**src/hw/rtl/rbd_pkg.sv**
```systemverilog
// rbd_pkg: shared constants for the retry backoff decision block
// register indexes, datapath widths and fixed-point settings
// no dependencies
package rbd_pkg;

  // fixed-point and datapath sizing
  localparam int FRAC_BITS   = 8;
  localparam int DELAY_WIDTH = 32;
  localparam int CODE_COUNT  = 32;

  localparam int GROWTH_WIDTH = 16;
  localparam int ATT_WIDTH    = 16;
  localparam int CODE_WIDTH   = 5;
  localparam int MASK_WIDTH   = 32;
  localparam int CFG_WIDTH    = 32;
  localparam int CFG_IDX_W    = 3;

  localparam int PROD_WIDTH   = DELAY_WIDTH + GROWTH_WIDTH;
  localparam int SCALED_WIDTH = PROD_WIDTH - FRAC_BITS;

  // growth factor of exactly 1.0
  localparam logic [GROWTH_WIDTH-1:0] UNITY = GROWTH_WIDTH'(1) << FRAC_BITS;

  // configuration register indexes
  localparam logic [CFG_IDX_W-1:0] REG_BACKOFF_MODE  = 3'd0;
  localparam logic [CFG_IDX_W-1:0] REG_INITIAL_DELAY = 3'd1;
  localparam logic [CFG_IDX_W-1:0] REG_GROWTH_FACTOR = 3'd2;
  localparam logic [CFG_IDX_W-1:0] REG_DELAY_CAP     = 3'd3;
  localparam logic [CFG_IDX_W-1:0] REG_ATTEMPT_LIMIT = 3'd4;
  localparam logic [CFG_IDX_W-1:0] REG_ANY_ERROR     = 3'd5;
  localparam logic [CFG_IDX_W-1:0] REG_RETRY_MASK    = 3'd6;

  // stream payload widths, padded to whole bytes
  localparam int IN_BITS   = CODE_WIDTH + ATT_WIDTH;
  localparam int IN_BYTES  = (IN_BITS + 7) / 8;
  localparam int OUT_BITS  = 1 + (ATT_WIDTH + 1) + ATT_WIDTH + DELAY_WIDTH + 1;
  localparam int OUT_BYTES = (OUT_BITS + 7) / 8;

endpackage

```
**src/hw/rtl/retry_backoff_decision.sv**
```systemverilog
// retry_backoff_decision: capped exponential backoff retry decision
// one shared 32x16 multiplier stepped by a small sequencer
// depends on rbd_pkg
//
// Usage: a request on the s_* stream carries a status code and the number
// of attempts made so far. One result leaves on the m_* stream with the
// retry decision, the next attempt number, retries used, the wait in ticks
// and a config error flag. Configuration is written through cfg_we,
// cfg_index and cfg_data while the block is idle.
// Timing: with no growth the result is loaded at the request transfer and
// can leave in the next cycle. In exponential mode the shared multiplier runs
// one growth step a cycle, up to attempts_so_far - 1 steps plus one closing
// step, fewer when the delay hits the cap, the value is zero or the growth is
// exactly 1.0. One item is in flight at a time; s_tready is high only when
// idle, so a new request is taken only after the previous result has left.
// Reset: rst (synchronous) clears the sequencer and loads the register
// defaults (growth 1.0, attempt limit 1, all else zero).
// Stall: a finished result holds in the output register until m_tready;
// no new request is taken meanwhile.
module retry_backoff_decision (
  input  logic                               clk,
  input  logic                               rst,
  // configuration write port
  input  logic                               cfg_we,
  input  logic [rbd_pkg::CFG_IDX_W-1:0]      cfg_index,
  input  logic [rbd_pkg::CFG_WIDTH-1:0]      cfg_data,
  // request stream
  input  logic                               s_tvalid,
  output logic                               s_tready,
  // fields from bit 0: status_code[4:0], attempts_so_far[20:5], zero pad
  input  logic [rbd_pkg::IN_BYTES*8-1:0]     s_tdata,
  // result stream
  output logic                               m_tvalid,
  input  logic                               m_tready,
  // fields from bit 0: do_retry[0], next_attempt[17:1], retries_used[33:18],
  // wait_ticks[65:34], config_error[66], zero pad
  output logic [rbd_pkg::OUT_BYTES*8-1:0]    m_tdata
);

  localparam logic [1:0] ST_IDLE = 2'd0;
  localparam logic [1:0] ST_GROW = 2'd1;
  localparam logic [1:0] ST_DONE = 2'd2;

  localparam int DW = rbd_pkg::DELAY_WIDTH;
  localparam int AW = rbd_pkg::ATT_WIDTH;

  // configuration registers
  logic                              backoff_mode;
  logic [DW-1:0]                     initial_delay;
  logic [rbd_pkg::GROWTH_WIDTH-1:0]  growth_factor;
  logic [DW-1:0]                     delay_cap;
  logic [AW-1:0]                     attempt_limit;
  logic                              any_error_retries;
  logic [rbd_pkg::MASK_WIDTH-1:0]    retryable_mask;

  // sequencer and result registers
  logic [1:0]    state;
  logic [AW-1:0] att_q;
  logic [AW-1:0] iter;
  logic [DW-1:0] count;
  logic          do_retry;
  logic [AW:0]   next_attempt;
  logic [AW-1:0] retries_used;
  logic          config_error;

  logic [rbd_pkg::CODE_WIDTH-1:0]    in_code;
  logic [AW-1:0]                     in_att;
  logic                              ok_code;
  logic                              due;
  logic [rbd_pkg::PROD_WIDTH-1:0]    product;
  logic [rbd_pkg::SCALED_WIDTH-1:0]  scaled;
  logic                              scaled_hits_cap;
  logic [DW-1:0]                     count_capped;
  logic                              grow_stop;

  assign in_code = s_tdata[rbd_pkg::CODE_WIDTH-1:0];
  assign in_att  = s_tdata[rbd_pkg::CODE_WIDTH +: AW];

  assign s_tready = (state == ST_IDLE);
  assign m_tvalid = (state == ST_DONE);

  // retry decision for the incoming request
  always_comb begin
    priority if (in_code == '0) begin
      ok_code = 1'b0;
    end else if (any_error_retries) begin
      ok_code = 1'b1;
    end else if (7'(in_code) < 7'(rbd_pkg::CODE_COUNT)) begin
      ok_code = retryable_mask[in_code];
    end else begin
      ok_code = 1'b0;
    end
  end

  assign due = (in_att != '0) && (in_att < attempt_limit) && ok_code;

  // shared growth step: count * growth, fraction dropped, saturated to cap
  assign product = rbd_pkg::PROD_WIDTH'(count) * rbd_pkg::PROD_WIDTH'(growth_factor);
  assign scaled  = product[rbd_pkg::PROD_WIDTH-1:rbd_pkg::FRAC_BITS];
  assign scaled_hits_cap = scaled >= rbd_pkg::SCALED_WIDTH'(delay_cap);
  assign count_capped = (count < delay_cap) ? count : delay_cap;
  assign grow_stop = (growth_factor == rbd_pkg::UNITY) || (iter >= att_q) || (count == '0);

  // configuration writes
  always_ff @(posedge clk) begin
    if (rst) begin
      backoff_mode      <= 1'b0;
      initial_delay     <= '0;
      growth_factor     <= rbd_pkg::UNITY;
      delay_cap         <= '0;
      attempt_limit     <= AW'(1);
      any_error_retries <= 1'b0;
      retryable_mask    <= '0;
    end else if (cfg_we) begin
      unique case (cfg_index)
        rbd_pkg::REG_BACKOFF_MODE:  backoff_mode      <= cfg_data[0];
        rbd_pkg::REG_INITIAL_DELAY: initial_delay     <= cfg_data[DW-1:0];
        rbd_pkg::REG_GROWTH_FACTOR: growth_factor     <= cfg_data[rbd_pkg::GROWTH_WIDTH-1:0];
        rbd_pkg::REG_DELAY_CAP:     delay_cap         <= cfg_data[DW-1:0];
        rbd_pkg::REG_ATTEMPT_LIMIT: attempt_limit     <= cfg_data[AW-1:0];
        rbd_pkg::REG_ANY_ERROR:     any_error_retries <= cfg_data[0];
        rbd_pkg::REG_RETRY_MASK:    retryable_mask    <= cfg_data[rbd_pkg::MASK_WIDTH-1:0];
        default: ;
      endcase
    end
  end

  // sequencer state
  always_ff @(posedge clk) begin
    if (rst) begin
      state <= ST_IDLE;
    end else begin
      unique case (state)
        ST_IDLE: begin
          if (s_tvalid) begin
            if (due && backoff_mode && (growth_factor >= rbd_pkg::UNITY)) begin
              state <= ST_GROW;
            end else begin
              state <= ST_DONE;
            end
          end
        end
        ST_GROW: begin
          if (grow_stop || scaled_hits_cap) begin
            state <= ST_DONE;
          end
        end
        ST_DONE: begin
          if (m_tready) begin
            state <= ST_IDLE;
          end
        end
        default: state <= ST_IDLE;
      endcase
    end
  end

  // result datapath
  always_ff @(posedge clk) begin
    if (state == ST_IDLE && s_tvalid) begin
      att_q <= in_att;
      iter  <= AW'(1);
      if (!due) begin
        do_retry     <= 1'b0;
        next_attempt <= {1'b0, in_att};
        retries_used <= (in_att == '0) ? '0 : in_att - AW'(1);
        count        <= '0;
        config_error <= 1'b0;
      end else if (backoff_mode && (growth_factor < rbd_pkg::UNITY)) begin
        do_retry     <= 1'b0;
        next_attempt <= {1'b0, in_att};
        retries_used <= in_att - AW'(1);
        count        <= '0;
        config_error <= 1'b1;
      end else begin
        do_retry     <= 1'b1;
        next_attempt <= {1'b0, in_att} + (AW+1)'(1);
        retries_used <= in_att;
        config_error <= 1'b0;
        if (backoff_mode) begin
          count <= initial_delay;
        end else begin
          count <= (initial_delay < delay_cap) ? initial_delay : delay_cap;
        end
      end
    end else if (state == ST_GROW) begin
      if (grow_stop) begin
        count <= count_capped;
      end else if (scaled_hits_cap) begin
        count <= delay_cap;
      end else begin
        count <= scaled[DW-1:0];
        iter  <= iter + AW'(1);
      end
    end
  end

  // result packing
  always_comb begin
    m_tdata = '0;
    m_tdata[0]                  = do_retry;
    m_tdata[1 +: AW+1]          = next_attempt;
    m_tdata[AW+2 +: AW]         = retries_used;
    m_tdata[2*AW+2 +: DW]       = count;
    m_tdata[2*AW+2+DW]          = config_error;
  end

`ifndef SYNTHESIS
  // request and result sides never open together
  a_one_in_flight: assert property (@(posedge clk) disable iff (rst)
    !(s_tready && m_tvalid))
    else $error("request accepted while a result is pending");

  // a config error never comes with a retry or a wait
  a_cfg_err_no_retry: assert property (@(posedge clk) disable iff (rst)
    (m_tvalid && config_error) |-> (!do_retry && count == '0))
    else $error("config error with retry or wait");

  // a nonzero wait only on retry
  a_wait_needs_retry: assert property (@(posedge clk) disable iff (rst)
    (m_tvalid && count != '0) |-> do_retry)
    else $error("wait without retry");

  // on retry the next attempt is one past the retries used
  a_retry_count: assert property (@(posedge clk) disable iff (rst)
    (m_tvalid && do_retry) |-> (next_attempt == {1'b0, retries_used} + (AW+1)'(1)))
    else $error("retry counts disagree");

  // wait never exceeds the cap once growth is done
  a_wait_capped: assert property (@(posedge clk) disable iff (rst)
    (m_tvalid && do_retry) |-> (count <= delay_cap))
    else $error("wait above cap");
`endif

endmodule
```
**config.mk**
```make
export PLATFORM = sky130hd
export DESIGN_NAME = retry_backoff_decision
export DESIGN_NICKNAME = d
export VERILOG_FILES = /design/src/hw/rtl/rbd_pkg.sv /design/src/hw/rtl/retry_backoff_decision.sv
export SDC_FILE = /design/constraint.sdc
export NUM_CORES = 2
export LEC_CHECK = 0
export ABC_AREA = 1
export BUFFER_PORTS_ARGS = -buffer_cell sky130_fd_sc_hd__clkbuf_2
export CAP_MARGIN = 10
export CORE_MARGIN = 8
export CORE_UTILIZATION = 57
export DETAILED_ROUTE_END_ITERATION = 16
export PLACE_DENSITY = 0.78
export SYNTH_ARGS = -nofsm -noshare
export SYNTH_HDL_FRONTEND = slang
export SYNTH_SLANG_ARGS = --single-unit
```
**constraint.sdc**
```tcl
create_clock -name clk -period 7.3 [get_ports clk]
set_input_delay 0.73 -clock clk [delete_from_list [all_inputs] [get_ports clk]]
set_output_delay 0.73 -clock clk [all_outputs]
set_load 0.1 [all_outputs]
```
# Word-level counts from Yosys, hierarchy flattened
# Index checks and enable logic that the tools add are counted.
word_totals:
  n_memories: 0
  rom_bits: 0
  latchBits: 0
  register_bits: 231
  word_cells: 96
  ramBits: 0
op_classes:
  n_mux: 25
  eq_ne: 13
  n_addsub: 3
  n_shift: 0
  reduce_logical: 27
  n_mul: 1
  order_cmp: 8
  n_bitwise: 3
  n_div: 0
op_table:
  columns: ["operator", "count"]
  rows:
  - ["$mux W32", 9]
  - ["$mux W16", 5]
  - ["$lt A32 B32 Y1", 2]
  - ["$mul A32 B16 Y48", 1]
  - ["$ge A40 B32 Y1", 1]
  - ["$logic_not A32 Y1", 1]
  - ["$add A16 B1 Y17 const B", 1]
  - ["$add A16 B1 Y16 const B", 1]
  - ["$eq A16 B9 Y1 const B", 1]
  - ["$ge A16 B16 Y1", 1]
  - ["$ge A16 B9 Y1 const B", 1]
  - ["$logic_not A16 Y1", 1]
  - ["$lt A16 B16 Y1", 1]
  - ["$lt A16 B9 Y1 const B", 1]
  - ["$reduce_and A2 Y1", 8]
  - ["$reduce_bool A16 Y1", 1]
  - ["$sub A16 B1 Y16 const B", 1]
  - ["$eq A3 B3 Y1 const B", 3]
  - ["$mux W2", 4]
  - ["$eq A3 B2 Y1 const B", 2]
  - ["$logic_and A1 B1 Y1", 6]
  - ["$lt A5 B6 Y1 const B", 1]
  - ["$pmux W2 S3", 1]
  - ["$reduce_and A3 Y1", 2]
  - ["other kinds (15)", 24]

# Logic depth before layout (Yosys ltp)
depth:
  ltp_word: 10
  depth_mapped: 44
  depth_no_buf: 41

# Worst setup path after synthesis
# Ideal clock, no wire load.
synth_timing:
  path_kind: "register to register"
  start: "register count[5]"
  end: "register count[0], data pin"
  arrival_ps: 7674
  path_slack_ps: -631
  path_stages_with_launch: 38
  synth_period_minus_slack_ps: 7931
  required_ps: 7043
  path_buffers: 3
  cell_sequence: "edfxtp_1 > clkbuf_1 > clkbuf_1 > nand2_1 > fa_1 > inv_1 > fa_1 > inv_1 > fa_1 > inv_1 > fa_1 > inv_1 > fa_1 > inv_1 > fa_1 > ha_1 > nand2_1 > nand2_1 > [2 not listed] > a21oi_1 > o21ai_0 > nand2_1 > nand3_1 > xor2_1 > inv_1 > ha_1 > a21oi_1 > o21ai_0 > a21oi_1 > nand3_1 > nor2_1 > nand3_1 > nor2_4 > buf_6 > nand2_1 > nand3_1 > o21ai_1"
synth_between:
  elab_chain_cells: 6
synth_rtl:
  columns: ["element", "line_no", "source"]
  rows:
  - ["from (decl)", "retry_backoff_decision.sv:60", "logic [DW-1:0] count;"]
  - ["from (signal assigned)", "retry_backoff_decision.sv:181", "count <= initial_delay;"]
  - ["from (signal assigned)", "retry_backoff_decision.sv:183", "count <= (initial_delay < delay_cap) ? initial_delay : delay_cap;"]
  - ["from (signal assigned)", "retry_backoff_decision.sv:188", "count <= count_capped;"]
  - ["$mul A32 B16 Y48", "retry_backoff_decision.sv:98", "assign product = rbd_pkg::PROD_WIDTH'(count) * rbd_pkg::PROD_WIDTH'(growth_factor);"]
  - ["$ge A40 B32 Y1", "retry_backoff_decision.sv:100", "assign scaled_hits_cap = scaled >= rbd_pkg::SCALED_WIDTH'(delay_cap);"]
  - ["$mux W32", "retry_backoff_decision.sv:189", "end else if (scaled_hits_cap) begin"]
  - ["$mux W32 (*)", "retry_backoff_decision.sv:187", "if (grow_stop) begin"]
  - ["$mux W32 (*)", "retry_backoff_decision.sv:186", "end else if (state == ST_GROW) begin"]
  - ["$mux W32 (*)", "retry_backoff_decision.sv:160", "if (state == ST_IDLE && s_tvalid) begin"]
# Mark *: on every way between the ends. The rest lies on a longest branch, timed or not. The select of a mux whose other input is x is not followed.
# A chain may end at the register's enable or synchronous reset.

# Worst setup path in the final report
layout_timing:
  start: "register count[10]"
  end: "register count[28], data pin"
# The elaborated chain is that of the path after synthesis.

==> impl_metrics.tcl <==
set metrics [dict create \
    dpl.hpwl_um 71000 \
    synthArstFlopShare_pct 0 \
    syn-cell-area_um2 30600 \
    drc_errors 0 \
    drtIter0Drc 2906 \
    period_share_pct 108 \
    syn_area_per_cell_um2 7.45 \
    cp.required_ps 7570 \
    io-pin-count 138 \
    tightest_slew_ps 1160 \
    leakagePower_uw 0.0197 \
    grt_setup_unrepaired "true" \
    die_height_um 248 \
    final-hold-violation-count 0 \
    grt_antenna_before_repair 1 \
    cts_buffer_depth 3 \
    crit_slowest_cell "fa_1" \
    fp.dieW_um 248 \
    ir_worst_vdd_mv 0.369 \
    yosys_warnings 0 \
    relSlewSlack_pct 22.7 \
    place_ws_ps -408 \
    drv_cap 0 \
    p_total_uw 15300 \
    grt_pass1_wl_um 151000 \
    status "finished with violations" \
    crit_path_start_kind "flop" \
    routedWlPerCell_um 18.6 \
    grt_usage_pct 30.9 \
    clock_latency_ps 530 \
    path_clk_slew_ps 70 \
    finalCriticalPeriod_ps 7870 \
    power.density_nw_per_um2 407 \
    grt_max_degree 113 \
    area_growth_pct 22.4 \
    drive_gt1_share_pct 20.8 \
    worst-path-max-fanout 8 \
    hold_class "input port to flop" \
    worstSetupEndpointType "flop" \
    first_global_vias 29100 \
    row_count 85 \
    gp_congestion 0.963 \
    crit_path_max_incr_delay_ps 570 \
    drtPass1Iterations 6 \
    final_common_cell "inv_1" \
    routed_via_density 5.58 \
    synth.distinct_cells 53 \
    die-area_um2 61400 \
    finalSetupViolCount 50 \
    vias 29000 \
    grt_overflow 0 \
    nets 5205 \
    clock-sinks 231 \
    arrival_ps 8140 \
    cts_buffers 22 \
    drtAntennaViolNets 0 \
    yosysSeqAreaShare_pct 17.8 \
    core_um2 53500 \
    fin_skew_ps 13.2 \
    start_util_pct 57.3 \
    hold_buffers 0 \
    synth_flop_cell "dfxtp_1" \
    max_freq_mhz 127 \
    maxSlewViolCount 0 \
    synth-edff-count 83 \
    path_common_cell "fa_1" \
    crit_type "flop to flop" \
    h-tree-depth 1 \
    cts_root_buf "clkbuf_16" \
    wl_um 96800 \
    failed_checks "setup timing" \
    portBuffers 129 \
    layout_common_cells "inv_1 (868), nand2_1 (866), fa_1 (398)" \
    syn-instance-count 4113 \
    layout_setup_ws_ps -571 \
    whs_ps 431 \
    ys_seq_elements 231 \
    cts_tree "built" \
]
==> sequential cells by signal, summed over array words and instances (netlist names) <==
name,cells
att_q,16
config_error,1
retryable_mask,32
any_error_retries,1
count,32
backoff_mode,1
delay_cap,32
iter,16
do_retry,1
next_attempt,17
initial_delay,32
state,2
attempt_limit,16
retries_used,16
growth_factor,16
==> kinds of logic after synthesis <==
family / share of synthesized area, %
XOR/XNOR: 1.69
buffers and inverters: 14.1
adder cells (fa/ha/maj): 37.2
AND/OR/NAND/NOR: 20.3
other: 0.0122
flip-flops: 17.8
AO/OA/AOI/OAI: 8.79
==> layer usage <==
metal | part of all wire (%) | wire [µm] | vias up | global-route usage (%)
li1 | - | - | 13200 | -
met1 | 40 | 38200 | 13900 | 41.4
met2 | 47 | 45000 | 1532 | 51.1
met3 | 9.7 | 9390 | 320 | 4.54
met4 | 4.2 | 4090 | 0 | 10.3
met5 | 0 | 0 | - | 0
==> report_power, final <==
| group | internal (µW) | switching (µW) |
|---|---|---|
| Combinational | 5190 | 7260 |
| Sequential | 1530 | 140 |
| Clock | 610 | 524 |
| Total | 7330 | 7930 |
==> worst max-delay path: cells and delay by family, from the launching register on <==
| family | cells | cell delay [ps] |
|---|---|---|
| AO/OA/AOI/OAI | 3 | 400 |
| XOR/XNOR | 1 | 290 |
| adder cells (fa/ha/maj) | 8 | 3690 |
| buffers and inverters | 12 | 1140 |
| flip-flops | 1 | 460 |
| AND/OR/NAND/NOR | 17 | 1610 |
==> cells in the mapped netlist, types with 13 or more instances <==
library cell | n | area (µm²)
o21ai_0 | 218 | 1090
inv_1 | 909 | 3410
dfxtp_1 | 148 | 2960
o211ai_1 | 13 | 97.6
nand4_1 | 34 | 213
a21oi_1 | 207 | 1040
nor3_1 | 28 | 140
o21ai_1 | 31 | 155
nand3_1 | 101 | 505
ha_1 | 245 | 3070
xor2_1 | 41 | 359
xnor2_1 | 18 | 158
edfxtp_1 | 83 | 2490
nor4_1 | 17 | 106
nor2_1 | 317 | 1190
nor2_2 | 19 | 119
fa_1 | 417 | 8350
clkbuf_1 | 177 | 664
o21bai_1 | 15 | 113
nand2_1 | 972 | 3650
==> path summary, 6_finish.rpt <==
kind | start | end | slack [ps] | cells past startpoint
max | count[10]$_DFFE_PP_ | count[28]$_DFFE_PP_ | -570 | 41
max reg2reg | count[10]$_DFFE_PP_ | count[28]$_DFFE_PP_ | -570 | 41
min reg2reg | attempt_limit[9]$_SDFFE_PP0P_ | attempt_limit[9]$_SDFFE_PP0P_ | 460 | 2
min | rst | state[1]$_SDFFE_PP0P_ | 430 | 2
==> final cells by class <==
cell class	count	area, µm²
diodes	1	2.50
clock buffers	27	622
clock inverters	13	70.1
fillers	4034	16000
inverters	915	3440
multi-input cells	2763	22400
flip-flops and latches	231	5470
well taps	696	871
repair buffers	546	4620
==> stage by stage <==
stage	cell area [µm²]	util (%)	setup TNS [ps]	cells
floorplan	31700	-	-10200	4117
CTS	36600	68.4	-7180	5158
global route	37500	70.1	-35580	5192
global placement	34800	65.1	-12300	5055
finish	37500	70.1	-24160	5192
detailed placement	34800	65.1	-15510	5055
==> repair_timing <==
| item | 4_1_cts | 5_1_grt |
|---|---|---|
| endpoints found under the setup margin | 50 | 50 |
| gates cloned | 5 | 2 |
| pin swaps | 105 | 101 |
| resized for setup | 113 | 166 |
| buffers inserted | 59 | 32 |
No activity file was read; power rests on OpenSTA's default activity.
